==> config.mk <==
export PLATFORM = sky130hd
export DESIGN_NAME = periodic_task_release_scheduler_unit
export DESIGN_NICKNAME = d
export VERILOG_FILES = /design/src/rtl/ptrs_pkg.sv /design/src/rtl/ptrs_ram.sv /design/src/rtl/ptrs_core.sv /design/src/rtl/periodic_task_release_scheduler_unit.sv
export SDC_FILE = /design/constraint.sdc
export NUM_CORES = 2
export LEC_CHECK = 0
export BUFFER_PORTS_ARGS = -buffer_cell sky130_fd_sc_hd__buf_2
export CAP_MARGIN = 15
export CORE_ASPECT_RATIO = 0.9
export CORE_MARGIN = 1.5
export CORE_UTILIZATION = 51
export CTS_CLUSTER_DIAMETER = 80
export DETAILED_ROUTE_END_ITERATION = 10
export HOLD_SLACK_MARGIN = 0.06
export PLACE_DENSITY_LB_ADDON = 0.12
export SLEW_MARGIN = 10
export SYNTH_ARGS = -nofsm -noshare
export SYNTH_HDL_FRONTEND = slang
export SYNTH_SLANG_ARGS = --single-unit
==> constraint.sdc <==
create_clock -name clock -period 23.6 [get_ports clock]
set_input_delay 7.08 -clock clock [delete_from_list [all_inputs] [get_ports clock]]
set_output_delay 7.08 -clock clock [all_outputs]
set_load 0.02 [all_outputs]
==> src/rtl/ptrs_pkg.sv <==
package ptrs_pkg;

   localparam int NumTasks      = 3;
   localparam int TaskIdxWidth  = 2;
   localparam int DlAddrWidth   = (NumTasks > 1) ? $clog2(NumTasks) : 1;
   localparam int TimeWidth     = 64;
   localparam int CycleWidth    = 63;
   localparam int CsrIndexWidth = 3;
   localparam int KindWidth     = 3;
   localparam int ReqTypeWidth  = 2;
   localparam int CountWidth    = 2;

   localparam logic [ReqTypeWidth-1:0] REQ_ARM  = 2'd0;
   localparam logic [ReqTypeWidth-1:0] REQ_POLL = 2'd1;
   localparam logic [ReqTypeWidth-1:0] REQ_DONE = 2'd2;

   localparam logic [KindWidth-1:0] RSP_ARMED    = 3'd0;
   localparam logic [KindWidth-1:0] RSP_DISPATCH = 3'd1;
   localparam logic [KindWidth-1:0] RSP_WAKE     = 3'd2;
   localparam logic [KindWidth-1:0] RSP_OK       = 3'd3;
   localparam logic [KindWidth-1:0] RSP_OVERRUN  = 3'd4;

   localparam logic [CsrIndexWidth-1:0] CSR_TASKS_IN_USE = 3'd0;
   localparam logic [CsrIndexWidth-1:0] CSR_PERIOD_TASK0 = 3'd1;
   localparam logic [CsrIndexWidth-1:0] CSR_BUDGET_TASK0 = 3'd2;
   localparam logic [CsrIndexWidth-1:0] CSR_PERIOD_TASK1 = 3'd3;
   localparam logic [CsrIndexWidth-1:0] CSR_BUDGET_TASK1 = 3'd4;
   localparam logic [CsrIndexWidth-1:0] CSR_PERIOD_TASK2 = 3'd5;
   localparam logic [CsrIndexWidth-1:0] CSR_BUDGET_TASK2 = 3'd6;

   localparam logic [CountWidth-1:0] RST_TASKS_IN_USE = 2'd2;
   localparam logic [CycleWidth-1:0] RST_PERIOD_TASK0 = 63'd1000000;
   localparam logic [CycleWidth-1:0] RST_BUDGET_TASK0 = 63'd300000;
   localparam logic [CycleWidth-1:0] RST_PERIOD_TASK1 = 63'd10000000;
   localparam logic [CycleWidth-1:0] RST_BUDGET_TASK1 = 63'd1000000;
   localparam logic [CycleWidth-1:0] RST_PERIOD_TASK2 = 63'd10000000;
   localparam logic [CycleWidth-1:0] RST_BUDGET_TASK2 = 63'd1000000;

   typedef struct packed {
      logic [CountWidth-1:0]                    tasks_in_use;
      logic [NumTasks-1:0][CycleWidth-1:0]      period;
      logic [NumTasks-1:0][CycleWidth-1:0]      budget;
   } cfg_type;

   typedef enum logic [5:0] {
      ST_IDLE = 6'b000001,
      ST_ARM  = 6'b000010,
      ST_RD   = 6'b000100,
      ST_CHK  = 6'b001000,
      ST_DISP = 6'b010000,
      ST_LAST = 6'b100000
   } state_type;

endpackage

==> src/rtl/ptrs_ram.sv <==
module ptrs_ram #(
   parameter int Width = 64,
   parameter int Depth = 3
) (
   input  logic                             clock,
   input  logic                             wr_en,
   input  logic [$clog2(Depth)-1:0]         wr_addr,
   input  logic [Width-1:0]                 wr_data,
   input  logic                             rd_en,
   input  logic [$clog2(Depth)-1:0]         rd_addr,
   output logic [Width-1:0]                 rd_data
);

   logic [Width-1:0] mem_ff [Depth];
   logic [Width-1:0] rd_data_ff;

   always_ff @(posedge clock) begin
      if (wr_en) begin
         mem_ff[wr_addr] <= wr_data;
      end
      if (rd_en) begin
         rd_data_ff <= mem_ff[rd_addr];
      end
   end

   assign rd_data = rd_data_ff;

endmodule

==> src/rtl/ptrs_core.sv <==
module ptrs_core
   import ptrs_pkg::*;
(
   input  logic                      clock,
   input  logic                      reset,
   input  cfg_type                   cfg,
   input  logic                      req_valid,
   output logic                      req_ready,
   input  logic [ReqTypeWidth-1:0]   req_type,
   input  logic [TimeWidth-1:0]      req_now_time,
   input  logic [TaskIdxWidth-1:0]   req_task_id,
   input  logic [TimeWidth-1:0]      req_elapsed_cycles,
   output logic                      rsp_valid,
   input  logic                      rsp_ready,
   output logic [KindWidth-1:0]      rsp_result_kind,
   output logic [TaskIdxWidth-1:0]   rsp_task_index,
   output logic [TimeWidth-1:0]      rsp_wake_time,
   output logic                      rsp_last_of_run
);

   state_type                  state_ff, state_in;
   logic [TaskIdxWidth-1:0]    idx_ff, idx_in;
   logic [TimeWidth-1:0]       now_ff, now_in;
   logic [TimeWidth-1:0]       best_ff, best_in;
   logic [KindWidth-1:0]       pend_kind_ff, pend_kind_in;
   logic [TaskIdxWidth-1:0]    pend_idx_ff, pend_idx_in;
   logic [NumTasks-1:0]        valid_ff, valid_in;

   logic                       rsp_valid_ff, rsp_valid_in;
   logic [KindWidth-1:0]       rsp_kind_ff, rsp_kind_in;
   logic [TaskIdxWidth-1:0]    rsp_idx_ff, rsp_idx_in;
   logic [TimeWidth-1:0]       rsp_wake_ff, rsp_wake_in;
   logic                       rsp_last_ff, rsp_last_in;

   logic                       wr_en;
   logic [TimeWidth-1:0]       wr_data;
   logic                       rd_en;
   logic [TimeWidth-1:0]       rd_data;
   logic [DlAddrWidth-1:0]     dl_addr;

   logic                       out_free;
   logic [TaskIdxWidth-1:0]    last_idx;
   logic [TimeWidth-1:0]       deadline;
   logic [TimeWidth-1:0]       lag;
   logic [TimeWidth-1:0]       advanced;
   logic [TimeWidth-1:0]       updated;
   logic                       due;
   logic [TimeWidth-1:0]       period_ext;

   assign dl_addr  = idx_ff[DlAddrWidth-1:0];
   assign out_free = !rsp_valid_ff || rsp_ready;
   assign req_ready = (state_ff == ST_IDLE);

   ptrs_ram #(
      .Width(TimeWidth),
      .Depth(NumTasks)
   ) u_deadline_ram (
      .clock   (clock),
      .wr_en   (wr_en),
      .wr_addr (dl_addr),
      .wr_data (wr_data),
      .rd_en   (rd_en),
      .rd_addr (dl_addr),
      .rd_data (rd_data)
   );

   always_comb begin
      if (cfg.tasks_in_use == '0) begin
         last_idx = '0;
      end else if (cfg.tasks_in_use > TaskIdxWidth'(NumTasks)) begin
         last_idx = TaskIdxWidth'(NumTasks - 1);
      end else begin
         last_idx = cfg.tasks_in_use - 1'b1;
      end
   end

   assign period_ext = {1'b0, cfg.period[dl_addr]};
   assign deadline   = valid_ff[dl_addr] ? rd_data : '0;
   assign lag        = now_ff - deadline;
   assign due        = !lag[TimeWidth-1];
   assign advanced   = deadline + period_ext;
   assign updated    = due ? advanced : deadline;

   always_comb begin
      state_in     = state_ff;
      idx_in       = idx_ff;
      now_in       = now_ff;
      best_in      = best_ff;
      pend_kind_in = pend_kind_ff;
      pend_idx_in  = pend_idx_ff;
      valid_in     = valid_ff;
      rsp_valid_in = rsp_valid_ff && !rsp_ready;
      rsp_kind_in  = rsp_kind_ff;
      rsp_idx_in   = rsp_idx_ff;
      rsp_wake_in  = rsp_wake_ff;
      rsp_last_in  = rsp_last_ff;
      wr_en        = 1'b0;
      wr_data      = now_ff + period_ext;
      rd_en        = 1'b0;

      unique case (state_ff)
         ST_IDLE: begin
            if (req_valid) begin
               now_in = req_now_time;
               idx_in = '0;
               unique case (req_type)
                  REQ_ARM: begin
                     state_in = ST_ARM;
                  end
                  REQ_POLL: begin
                     state_in = ST_RD;
                  end
                  REQ_DONE: begin
                     if (req_task_id < TaskIdxWidth'(NumTasks)) begin
                        pend_idx_in  = req_task_id;
                        pend_kind_in = (req_elapsed_cycles >
                                        {1'b0, cfg.budget[req_task_id[DlAddrWidth-1:0]]})
                                       ? RSP_OVERRUN : RSP_OK;
                        state_in     = ST_LAST;
                     end
                  end
                  default: begin
                  end
               endcase
            end
         end
         ST_ARM: begin
            wr_en            = 1'b1;
            valid_in[dl_addr] = 1'b1;
            if (idx_ff == TaskIdxWidth'(NumTasks - 1)) begin
               pend_kind_in = RSP_ARMED;
               pend_idx_in  = '0;
               state_in     = ST_LAST;
            end else begin
               idx_in = idx_ff + 1'b1;
            end
         end
         ST_RD: begin
            rd_en    = 1'b1;
            state_in = ST_CHK;
         end
         ST_CHK: begin
            if (due) begin
               wr_en             = 1'b1;
               wr_data           = advanced;
               valid_in[dl_addr] = 1'b1;
            end
            if (idx_ff == '0 || updated < best_ff) begin
               best_in = updated;
            end
            if (due) begin
               state_in = ST_DISP;
            end else if (idx_ff == last_idx) begin
               pend_kind_in = RSP_WAKE;
               pend_idx_in  = '0;
               state_in     = ST_LAST;
            end else begin
               idx_in   = idx_ff + 1'b1;
               state_in = ST_RD;
            end
         end
         ST_DISP: begin
            if (out_free) begin
               rsp_valid_in = 1'b1;
               rsp_kind_in  = RSP_DISPATCH;
               rsp_idx_in   = idx_ff;
               rsp_wake_in  = '0;
               rsp_last_in  = 1'b0;
               if (idx_ff == last_idx) begin
                  pend_kind_in = RSP_WAKE;
                  pend_idx_in  = '0;
                  state_in     = ST_LAST;
               end else begin
                  idx_in   = idx_ff + 1'b1;
                  state_in = ST_RD;
               end
            end
         end
         ST_LAST: begin
            if (out_free) begin
               rsp_valid_in = 1'b1;
               rsp_kind_in  = pend_kind_ff;
               rsp_idx_in   = pend_idx_ff;
               rsp_wake_in  = (pend_kind_ff == RSP_WAKE) ? best_ff : '0;
               rsp_last_in  = 1'b1;
               state_in     = ST_IDLE;
            end
         end
         default: begin
            state_in = ST_IDLE;
         end
      endcase
   end

   always_ff @(posedge clock) begin
      if (reset) begin
         state_ff     <= ST_IDLE;
         valid_ff     <= '0;
         rsp_valid_ff <= 1'b0;
      end else begin
         state_ff     <= state_in;
         valid_ff     <= valid_in;
         rsp_valid_ff <= rsp_valid_in;
      end
   end

   always_ff @(posedge clock) begin
      idx_ff       <= idx_in;
      now_ff       <= now_in;
      best_ff      <= best_in;
      pend_kind_ff <= pend_kind_in;
      pend_idx_ff  <= pend_idx_in;
      rsp_kind_ff  <= rsp_kind_in;
      rsp_idx_ff   <= rsp_idx_in;
      rsp_wake_ff  <= rsp_wake_in;
      rsp_last_ff  <= rsp_last_in;
   end

   assign rsp_valid       = rsp_valid_ff;
   assign rsp_result_kind = rsp_kind_ff;
   assign rsp_task_index  = rsp_idx_ff;
   assign rsp_wake_time   = rsp_wake_ff;
   assign rsp_last_of_run = rsp_last_ff;

endmodule

==> src/rtl/periodic_task_release_scheduler_unit.sv <==
// Channel   Direction  Handshake            Payload
// req       in         req_valid/req_ready  req_type, req_now_time, req_task_id,
//                                           req_elapsed_cycles
// rsp       out        rsp_valid/rsp_ready  rsp_result_kind, rsp_task_index,
//                                           rsp_wake_time, rsp_last_of_run
// csr       in         csr_valid/csr_ready  csr_index, csr_data
//
// One request is in flight at a time; req_ready is high only while the unit is idle.
// An arm does one deadline memory write per task and then issues its result, and a
// completion issues its result directly. A poll reads each active task's deadline, then
// checks and writes it back, dispatches each due task and ends with the wake result;
// rsp stalls hold the scan.
// Synchronous reset clears the deadlines to zero through per-entry valid bits.
module periodic_task_release_scheduler_unit
   import ptrs_pkg::*;
(
   input  logic                      clock,
   input  logic                      reset,
   input  logic                      req_valid,
   output logic                      req_ready,
   input  logic [ReqTypeWidth-1:0]   req_type,
   input  logic [TimeWidth-1:0]      req_now_time,
   input  logic [TaskIdxWidth-1:0]   req_task_id,
   input  logic [TimeWidth-1:0]      req_elapsed_cycles,
   output logic                      rsp_valid,
   input  logic                      rsp_ready,
   output logic [KindWidth-1:0]      rsp_result_kind,
   output logic [TaskIdxWidth-1:0]   rsp_task_index,
   output logic [TimeWidth-1:0]      rsp_wake_time,
   output logic                      rsp_last_of_run,
   input  logic                      csr_valid,
   output logic                      csr_ready,
   input  logic [CsrIndexWidth-1:0]  csr_index,
   input  logic [TimeWidth-1:0]      csr_data
);

   cfg_type cfg_ff, cfg_in;

   assign csr_ready = 1'b1;

   always_comb begin
      cfg_in = cfg_ff;
      if (csr_valid) begin
         unique case (csr_index)
            CSR_TASKS_IN_USE: cfg_in.tasks_in_use = csr_data[CountWidth-1:0];
            CSR_PERIOD_TASK0: cfg_in.period[0]    = csr_data[CycleWidth-1:0];
            CSR_BUDGET_TASK0: cfg_in.budget[0]    = csr_data[CycleWidth-1:0];
            CSR_PERIOD_TASK1: cfg_in.period[1]    = csr_data[CycleWidth-1:0];
            CSR_BUDGET_TASK1: cfg_in.budget[1]    = csr_data[CycleWidth-1:0];
            CSR_PERIOD_TASK2: cfg_in.period[2]    = csr_data[CycleWidth-1:0];
            CSR_BUDGET_TASK2: cfg_in.budget[2]    = csr_data[CycleWidth-1:0];
            default: begin
            end
         endcase
      end
   end

   always_ff @(posedge clock) begin
      if (reset) begin
         cfg_ff.tasks_in_use <= RST_TASKS_IN_USE;
         cfg_ff.period[0]    <= RST_PERIOD_TASK0;
         cfg_ff.budget[0]    <= RST_BUDGET_TASK0;
         cfg_ff.period[1]    <= RST_PERIOD_TASK1;
         cfg_ff.budget[1]    <= RST_BUDGET_TASK1;
         cfg_ff.period[2]    <= RST_PERIOD_TASK2;
         cfg_ff.budget[2]    <= RST_BUDGET_TASK2;
      end else begin
         cfg_ff <= cfg_in;
      end
   end

   ptrs_core u_core (
      .clock              (clock),
      .reset              (reset),
      .cfg                (cfg_ff),
      .req_valid          (req_valid),
      .req_ready          (req_ready),
      .req_type           (req_type),
      .req_now_time       (req_now_time),
      .req_task_id        (req_task_id),
      .req_elapsed_cycles (req_elapsed_cycles),
      .rsp_valid          (rsp_valid),
      .rsp_ready          (rsp_ready),
      .rsp_result_kind    (rsp_result_kind),
      .rsp_task_index     (rsp_task_index),
      .rsp_wake_time      (rsp_wake_time),
      .rsp_last_of_run    (rsp_last_of_run)
   );

endmodule

* After elaboration in Yosys (flattened, before gate mapping)
Memory sizes are Yosys's and may differ from the RTL's. A register that Yosys moved wholly into a read port is not among the register bits.
Cells that the tools add are included.
** Word-level totals
- Register bits after elaboration :: 595
- Memory bits (writable) :: 192
- Input port bits :: 204
- Memories kept :: 1
** Cells by class
- Add/subtract/negate cells :: 5
- Order comparisons :: 7
- Eq/ne operators :: 28
- Mux-type cells :: 68
- Bitwise operators :: 1
- Reductions and logical operators :: 28
** Memories
- u_core.u_deadline_ram.mem_ff :: words 3, width 64, rd ports 1, clocked after Yosys merged registers in 1, write ports 1, RTL line ptrs_ram.sv:14 : logic [Width-1:0] mem_ff [Depth];
** Operators by type and width (count)
- $mux 64 :: 7
- $bmux 63 s2 :: 2
- $add 64x63->64 :: 2
- $pmux 64 s2 :: 1
- $mux 63 :: 2
- $gt 64x63->1 :: 1
- $lt 64x64->1 :: 1
- $sub 64x64->64 :: 1
- $mux 6 :: 7
- $pmux 6 s6 :: 1
- $mux 3 :: 11
- $mux 2 :: 16
- $reduce_and 2->1 :: 10
- $pmux 6 s3 :: 1
- $pmux 2 s4 :: 2
- $ne 2x1->1 const B :: 6
- $pmux 3 s2 :: 2
- $pmux 3 s4 :: 1
- $mux 1 :: 10
- $eq 3x2->1 const B :: 3
- $eq 3x3->1 const B :: 3
- $reduce_and 7->1 :: 1
- $eq 6x1->1 const B :: 1
- $eq 6x2->1 const B :: 1
- 33 further kinds :: 44

* Longest topological paths before layout
- Depth after elaboration :: 8
- Gate-level depth with buffers :: 33
- Mapped depth without buffers :: 28

* By module
Synthesis repeated with hierarchy kept, for this count alone.
** Second synthesis, totals
- Cell total of the unflattened synthesis :: 4561
- Area, all modules :: 47470.5 sq um
** By module, submodules not included
- ptrs_core :: instances 1, cells each 2761, area each 23451.2 sq um, sequential area each 6356.1 sq um
- periodic_task_release_scheduler_unit :: instances 1, cells each 1328, area each 14941.8 sq um, sequential area each 7607.3 sq um
- ptrs_ram :: instances 1, cells each 472, area each 9077.5 sq um, sequential area each 7687.4 sq um

* Worst setup path after synthesis
No wires, ideal clock.
- Kind :: input -> register
- Start point :: in rsp_ready
- End point :: reg u_core.rsp_last_ff (netlist: u_core.rsp_last_of_run) (enable)
- Setup time :: 0.499 ns
- Arrival :: 10.065 ns
- Required time :: 23.101 ns
- Setup slack :: 13.036 ns
- Cell stages on the path :: 2
- Buffers on the path :: 0
- Cell sequence :: nor2b_1 nor2_1
** On the way
- Cells in the longest elaborated chain, start to end :: 3
- Elaborated cells between the ends (all ways) :: 4
- Those cells by class :: 2 x eq/ne; 2 x reduce/logical
** Ends and longest elaborated chain
- start, declared :: RTL line periodic_task_release_scheduler_unit.sv:26 : input logic rsp_ready,
- $logic_or 1x1->1 (*) :: RTL line ptrs_core.sv:51 : assign out_free = !rsp_valid_ff || rsp_ready;
- $ne 2x1->1 (no line)
- $reduce_and 3->1 (no line) (*)
- end signal, assigned :: RTL line ptrs_core.sv:216 : rsp_last_ff <= rsp_last_in;
- end, declared :: RTL line ptrs_core.sv:33 : logic rsp_last_ff, rsp_last_in;
Every way passes the cells marked *; elsewhere a longest branch is shown, timed or not.
A chain may end at the register's enable or synchronous reset.

* Worst setup path in the final report
- Start point :: in req_task_id[0]
- End point :: reg u_core.pend_kind_ff[1], data pin
** On the way
- Cells in the longest elaborated chain, start to end :: 8
** Ends and longest elaborated chain
- start, declared :: RTL line periodic_task_release_scheduler_unit.sv:23 : input logic [TaskIdxWidth-1:0] req_task_id,
- $bmux 63 s2 :: RTL line ptrs_core.sv:117 : {1'b0, cfg.budget[req_task_id[DlAddrWidth-1:0]]})
- $mux 63 (not written as such) :: RTL line ptrs_core.sv:117
- $gt 64x63->1 :: RTL line ptrs_core.sv:116 : pend_kind_in = (req_elapsed_cycles >
- $mux 3 :: RTL line ptrs_core.sv:118 : ? RSP_OVERRUN : RSP_OK;
- $mux 3 :: RTL line ptrs_core.sv:114 : if (req_task_id < TaskIdxWidth'(NumTasks)) begin
- $mux 3 :: RTL line ptrs_core.sv:106 : unique case (req_type)
- $mux 3 :: RTL line ptrs_core.sv:103 : if (req_valid) begin
- $pmux 3 s4 :: RTL line ptrs_core.sv:101 : unique case (state_ff)
- via u_core.pend_kind_in[1] :: RTL line ptrs_core.sv:25 : logic [KindWidth-1:0] pend_kind_ff, pend_kind_in;
- end signal, assigned :: RTL line ptrs_core.sv:211 : pend_kind_ff <= pend_kind_in;
- end, declared :: RTL line ptrs_core.sv:25
The timed path passes the listed nets, and every way through them passes these cells. The select of a mux whose other input is x is not followed.

==> out/metrics.cfg <==
[synthesis]
ys_top_cells_by_area = edfxtp_1 (30%), dfxtp_1 (17%), nand2_1 (9.5%)
synth_top_area_share_pct = 30.3
syn_inst = 4963
yosysWarnings = 0
ys_ff_latch = 851
syn_area_sq_um = 45600
ys_seq_area_share_pct = 47.4
yosysUniqueCellTypes = 80
postSynth.topFlopCell = edfxtp_1
syn_nets = 5484
syn_avg_cell_area_sq_um = 9.20
async_reset_ff_share_pct = 0
yosysTopAreaCell = edfxtp_1
synth_edf_count = 461

[status]
status = completed

[floorplanning]
coreArea_sq_um = 88100
die_h_um = 287
rows = 103
fp.dieW_um = 318
io_pins = 277
start_util_pct = 51.8
dieArea_sq_um = 91300

[setup_path]
path_class = in2reg
slowest_stage = nor2b_4
path_buf_inv = 3
r2r_slack_ns = 13.34
path_cells = buf_2 > buf_4 > nor2b_4 > buf_4 > a21oi_1 > ha_1 > a21o_1 > a21o_1 > a21o_1 > a21o_1 > a21o_1 > a21oi_1 > o211a_1 > o221ai_1 > a2111oi_0 > or2_2 > nand2b_1
r2r-end = u_core.best_ff[0]$_DFFE_PP_
slowest_delay_ns = 0.59
r2r_start = u_core.dl_addr[0]$_SDFFCE_PP0P_
path_delay_family = compound AO/OA/AOI/OAI gates
cp-start-kind = input pin
path_max_fanout = 43
required_ns = 24.14
worstPathArrival_ns = 11.54
reg2regPathDepth = 22
endpoint_kind = flop
cpMostUsedCell = a21o_1

[power]
pwr-share-comb_pct = 27.2
switching_share_pct = 33.0
clkPwrFrac_pct = 31.9
cellPowerDensity_nw_per_um2 = 85.5
switching_power_mw = 1.43
vdd_drop_max_v = 0.0000771
seq_power_share_pct = 40.9
leakage_nw = 20.5
p_int_mw = 2.91

[timing]
period_minus_slack_ns = 11.00
slew_viol_final = 0
hold_ws_ns = 0.452
fin_skew_ns = 0.0327
slew-limit-headroom_pct = 21.8
post-route-period-util_pct = 46.6
tns_ns = 0
hold_viol = 0
max_freq_mhz = 90.9
setup_viol = 0
grt_setup_unrepaired = false
tightest_slew_ns = 1.16

[grt]
grt_antenna_before_repair = 9
grt_max_degree = 203
grt_pass1_vias = 33700
grt_overflow = 0
grt.total_usage_pct = 28.0
grt_pass1_wl_um = 199000

[run]
maxCapViolations = 0

[cells_and_area]
drive_gt1_share_pct = 9.67
fin_nets = 5620
synthToLayoutAreaGrowth_pct = 11.3
layout_commonest_cell = nand2_1
final_cell_mix = nand2_1 (1,155), a21oi_1 (566), edfxtp_1 (461)

[cts]
htreeDepth = 3
cts_root_buffer = clkbuf_16
cts_sinks = 851
clk_latency_ns = 0.68
cts_tree = built
postCtsSetupBuffers = 0
cts_resized = 0
cts-hold-fix-buffers = 0
clk_path_buf_depth = 3
numCtsBuffers = 89
clk_pin_slew_worst_paths_ns = 0.06

[route]
drtPass1Iterations = 8
wire_per_inst_um = 20.7
drc = 0
drt-initial-drc-count = 3360
routed_via_density = 5.80
totalWireLength_um = 131000
vias = 36700
ant_nets = 0

[placement]
place.gp.congestion = 0.971
io_buffers = 274
place_hpwl_um = 91900

[hold_path]
hold_path_class = reg2reg
min_path_cells = 2
hold_path.startpoint = cfg_ff[117]$_SDFFE_PP0P_
hold_end = cfg_ff[117]$_SDFFE_PP0P_

==> metrics by stage <==
stage / std cells / worst slack, ns / util [%] / power [mW] / instance area (sq um)
6_report: 6325 / 12.60 / 57.6 / 4.34 / 50800
5_1_grt: 6324 / 12.42 / 57.6 / 4.55 / 50800
4_1_cts: 6323 / 12.60 / 57.6 / 4.35 / 50800
3_5_place_dp: 6163 / 11.91 / 54.4 / 2.97 / 47900
3_3_place_gp: 6163 / 11.97 / 54.4 / 2.95 / 47900
2_1_floorplan: 4963 / 13.04 / - / 2.60 / 45600
==> power by group through the flow <==
stage | combinational (mW) | clock (mW) | sequential, mW
5_1_grt | 1.30 | 1.47 | 1.78
6_report | 1.18 | 1.39 | 1.78
2_1_floorplan | 0.817 | 0 | 1.78
4_1_cts | 1.16 | 1.41 | 1.78
3_3_place_gp | 1.14 | 0 | 1.81
3_5_place_dp | 1.16 | 0 | 1.81
==> cell usage after synthesis, types with 84 or more instances <==
library cell     n
nand2_1       1157
a21oi_1        566
edfxtp_1       461
dfxtp_1        390
ha_1           316
o21ai_0        308
clkbuf_1       240
mux2i_1        204
a21o_1         175
inv_1          175
nor2_1         172
xnor2_1         84
==> cell families after synthesis <==
group,synth area share (%)
XOR/XNOR,2.49
multiplexers,4.57
flip-flops,47.4
buffers and inverters,3.71
AO/OA/AOI/OAI,16.7
AND/OR/NAND/NOR,16.2
adder cells (fa/ha/maj),8.88
other,0.00822
==> worst reg2reg max path, delay by kind of cell, from the launching register on <==
kind	cells	cell delay, ns
AO/OA/AOI/OAI	8	3.63
AND/OR/NAND/NOR	5	1.98
multiplexers	2	0.45
adder cells (fa/ha/maj)	2	0.76
flip-flops	1	0.38
buffers and inverters	5	2.64
==> layout make-up <==
type,instances,area (sq um)
inverter,175,657
clock buffer,122,2480
tap,1155,1450
clock inverter,38,390
multi-input combinational,3668,22500
timing repair buffer,314,1700
fill,7965,37400
antenna,2,5.00
sequential,851,21700
==> sequential cells by signal, summed over array words and instances, names as in the netlist <==
register / count
cfg_ff: 380
u_core.u_deadline_ram.mem_ff: 192
u_core.best_ff: 64
u_core.now_ff: 64
u_core.rsp_wake_time: 64
u_core.u_deadline_ram.rd_data: 64
u_core.state_ff: 6
u_core.pend_kind_ff: 3
u_core.rsp_result_kind: 3
u_core.valid_ff: 3
u_core.dl_addr: 2
u_core.pend_idx_ff: 2
u_core.rsp_task_index: 2
u_core.rsp_last_of_run: 1
u_core.rsp_valid: 1
==> worst max-delay path by stage <==
stage,start,endpoint,slack (ns),cells past startpoint
after floorplan,rsp_ready,u_core.rsp_last_of_run$_DFFE_PP_,13.04,2
after global placement,req_task_id[0],u_core.pend_kind_ff[1]$_DFFE_PP_,11.97,17
after detailed placement,req_task_id[0],u_core.pend_kind_ff[1]$_DFFE_PP_,11.91,17
after CTS,req_task_id[0],u_core.pend_kind_ff[1]$_DFFE_PP_,12.60,17
after global routing,req_task_id[0],u_core.pend_kind_ff[1]$_DFFE_PP_,12.42,17
final,req_task_id[0],u_core.pend_kind_ff[1]$_DFFE_PP_,12.60,17
==> per-layer routing <==
metal  wire length, um  part of all wire (%)  GRT usage, %  up-vias
met2             56700                    43          42.2     1255
met5                78                 0.060             0        -
met3              9940                   7.6          4.47      171
li1                  -                     -             -    17800
met4              3070                   2.3          6.89       12
met1             61300                    47          42.0    17500
(Power assumes the default switching activity.)
